## config.mk

```make
export PLATFORM = sky130hd
export DESIGN_NAME = tsm_ram
export DESIGN_NICKNAME = d
export VERILOG_FILES = /design/src/rtl/tsm_ram.sv
export SDC_FILE = /design/constraint.sdc
export NUM_CORES = 2
export LEC_CHECK = 0
export ABC_AREA = 1
export BUFFER_PORTS_ARGS = -buffer_cell sky130_fd_sc_hd__buf_4
export CAP_MARGIN = 30
export CORE_MARGIN = 10
export CORE_UTILIZATION = 35
export DETAILED_ROUTE_END_ITERATION = 8
export HOLD_SLACK_MARGIN = 0.02
export PLACE_DENSITY = 0.52
export SYNTH_ARGS = -nofsm -noshare
export SYNTH_HDL_FRONTEND = slang
export SYNTH_SLANG_ARGS = --single-unit
```

## constraint.sdc

```tcl
create_clock -name clk -period 9.88 [get_ports clk]
set_input_delay 1.976 -clock clk [delete_from_list [all_inputs] [get_ports clk]]
set_output_delay 1.976 -clock clk [all_outputs]
set_load 0.02 [all_outputs]
```

## src/rtl/tsm_ram.sv

```systemverilog
// Generic single-port-write, registered-read RAM.
`default_nettype none

module tsm_ram #(
    parameter int WIDTH = 33,
    parameter int DEPTH = 64
) (
    input  wire logic                     clk,
    input  wire logic                     we,
    input  wire logic [$clog2(DEPTH)-1:0] waddr,
    input  wire logic [WIDTH-1:0]         wdata,
    input  wire logic [$clog2(DEPTH)-1:0] raddr,
    output logic      [WIDTH-1:0]         rdata
);

    logic [WIDTH-1:0] mem [DEPTH];

    // Write port and registered read port
    always_ff @(posedge clk)
    begin
        if (we)
        begin
            mem[waddr] <= wdata;
        end
        rdata <= mem[raddr];
    end

endmodule

`default_nettype wire

```

==> results.yml <==
floorplan:
  die_area_mm2: 0.265
  core_mm2: 0.243
  row_count: 181
  die_x_um: 515
  die_y_um: 515
  num_io_pins: 80
  start_util_pct: 35.2
route:
  drtIter0Drc: 5883
  detail_route.first_pass.iterations: 6
  routed_wirelength_um: 271000
  via_per_inst: 5.36
  vias: 55400
  drc_errors: 0
  postRouteAntennaNets: 0
  post_drt_wl_per_cell_um: 26.2
cells_and_area:
  layout-drive-gt1-share_pct: 8.17
  final_common_cell: "nand2_1"
  layout_common_cells: "2321 x nand2_1, 2112 x edfxtp_1, 1965 x nand3_1, 218 x clkbuf_16, 180 x buf_4"
  nets: 6987
  area_delta_synth_final_pct: 12.1
  seqCellArea_mm2: 0.0641
  multi_input_area_mm2: 0.0193
  nFillCells: 22800
worst_setup_path:
  critPathLaunchType: "input port"
  crit_required_ns: 10.67
  crit_arrival_ns: 5.78
  cp-end-kind: "flip-flop"
  crit_fanout: 179
  crit_chain: "buf_8 > buf_12 > buf_12 > buf_4 > buf_16 > nand2_1 > nand3_1 > nand3_1 > nand3_1 > nand3_1 > nand2_1 > nand2_1 > nand2_1"
  r2r-start: "mem[37][12]$_DFFE_PP_"
  critical_path.slowest_cell: "buf_12"
  critPathMaxStageDelay_ns: 0.63
  r2r_slack_ns: 8.00
  worst_r2r_endpoint: "rdata[12]$_DFF_P_"
  reg2regPathDepth: 8
  criticalPathCategory: "input port to flip-flop"
sta:
  rsz0062_at_grt: "no"
  min_period_over_period_pct: 50.6
  skew_ns: 0.0330
  post-route-min-period_ns: 5.00
  report.final.slew_viol_count: 134
  setup_viol_count_final: 0
  hold_viol_final: 0
  tightest_slew_ns: 1.63
  fin_tns_setup_ns: 0
  relSlewSlack_pct: -8.77
  fmax_mhz: 200
worst_hold_path:
  worst_hold_path_type: "flip-flop to flip-flop"
  min-delay-start: "mem[8][2]$_DFFE_PP_"
  hold_depth: 8
  hold_path_end: "rdata[2]$_DFF_P_"
grt:
  grt_pass1_vias: 52400
  grt_overflow: 0
  grt_first_pass_wirelength_um: 387000
  grt_max_degree: 217
  grt_util_all_layers_pct: 19.8
  antenna_found_initial: 22
logic_synthesis:
  synth_cell_type_count: 18
  synth_top_area_share_pct: 74.0
  synth_top_area_cell: "edfxtp_1"
  syn_inst: 6980
  syn_avg_cell_area_um2: 12.3
  ys_seq_area_share_pct: 74.8
  synth-seq-cells: 2145
  yosysWarningCount: 0
  netlist_area_mm2: 0.0857
  synthTopCellsByArea: "edfxtp_1 74%, nand3_1 11%, nand2_1 10%"
  syn_nets: 7027
clocking:
  cts_setup_buffers: 0
  numCtsBuffers: 215
  cts.clk_slew.worst_paths_ns: 0.06
  root_buffer: "clkbuf_16"
  cts_tree: "yes"
  clock_sinks: 2145
  clk_path_buf_depth: 3
  cts_hold_buf: 0
  post_cts_resized: 0
  insertion_delay_ns: 0.86
  htree_levels: 4
placed_design:
  gp_congestion: 0.792
  place_hpwl_um: 131000
  io_buffers: 79
power:
  leakage_nw: 33.2
  max-vdd-ir-drop_mv: 0.136
  totalPowerFinal_mw: 19.2
  powerDensity_mw_per_mm2: 200
status:
  violations: "slew limit"
  outcome: "finished, violations left"
flow_run:
  drv_cap: 0
==> worst max-delay path: cells and delay by family <==
family                 cells  cell delay [ns]
buffers and inverters      5             2.14
and+or+nand+nor            8             1.22
==> layer usage <==
layer / share of wire (%) / up-vias / track usage, %
li1: - / 24800 / -
met1: 43 / 28000 / 27.7
met2: 47 / 2169 / 31.7
met3: 7.1 / 382 / 3.02
met4: 3.1 / 6 / 6.38
met5: 0.016 / - / 0
==> how the worst max path moves through the flow <==
stage | startpoint | to | slack (ns) | cells after the start
2_1_floorplan | we | mem[48][0]$_DFFE_PP_ | 3.68 | 3
5_1_grt | raddr[0] | rdata[16]$_DFF_P_ | 4.74 | 13
3_3_place_gp | raddr[0] | rdata[16]$_DFF_P_ | 3.70 | 12
4_1_cts | raddr[0] | rdata[16]$_DFF_P_ | 4.65 | 12
3_5_place_dp | raddr[0] | rdata[16]$_DFF_P_ | 3.73 | 12
6_report | raddr[0] | rdata[16]$_DFF_P_ | 4.88 | 13
==> synth_stat cells <==
library cell	n
dfxtp_1	33
nor2_1	56
nand3_1	1965
nand4_1	9
buf_8	4
clkbuf_1	79
buf_1	56
nor4_1	8
inv_4	1
clkinv_1	1
buf_2	213
buf_12	1
inv_1	9
buf_4	48
edfxtp_1	2112
nand2_1	2321
inv_2	1
buf_6	63
==> stage by stage <==
step                      worst slack [ns]  instance area, um^2  hold slack, ns  util [%]  instances
after floorplan                       3.68                85700           0.721         -       6980
after global placement                3.70                89200           0.800      36.6       9916
final                                 4.88                96100           0.795      39.5      10300
after global routing                  4.74                96100           0.869      39.5      10300
after detailed placement              3.73                89300           0.782      36.7       9922
after CTS                             4.65                96000           0.798      39.4      10300
==> logic make-up after synthesis <==
family | Yosys count | synth area share (%)
buffers and inverters | 476 | 3.23
and+or+nand+nor | 4359 | 22.0
DFF | 2145 | 74.8
==> layout make-up <==
| cell class | count | share of cell area, % |
|---|---|---|
| Antenna cell | 12 | 0.0313 |
| Clock buffer | 282 | 6.04 |
| Clock inverter | 115 | 0.909 |
| Inverter | 12 | 0.0859 |
| Multi-Input combinational cell | 4359 | 20.1 |
| Sequential cell | 2145 | 66.7 |
| Tap cell | 3202 | 4.17 |
| Timing Repair Buffer | 207 | 1.95 |
==> sequential cells by signal (all words and copies together), names as in the netlist <==
name,count
mem,2112
rdata,33
==> power by group <==
part,internal (mW),leakage (nW),total (mW),switching [mW]
Combinational,0.275,10.6,1.22,0.946
Clock,4.40,3.31,7.87,3.46
Sequential,10.1,19.3,10.1,0.0420
Total,14.8,33.2,19.2,4.45
Note: power is estimated with default switching activity, not from simulation.
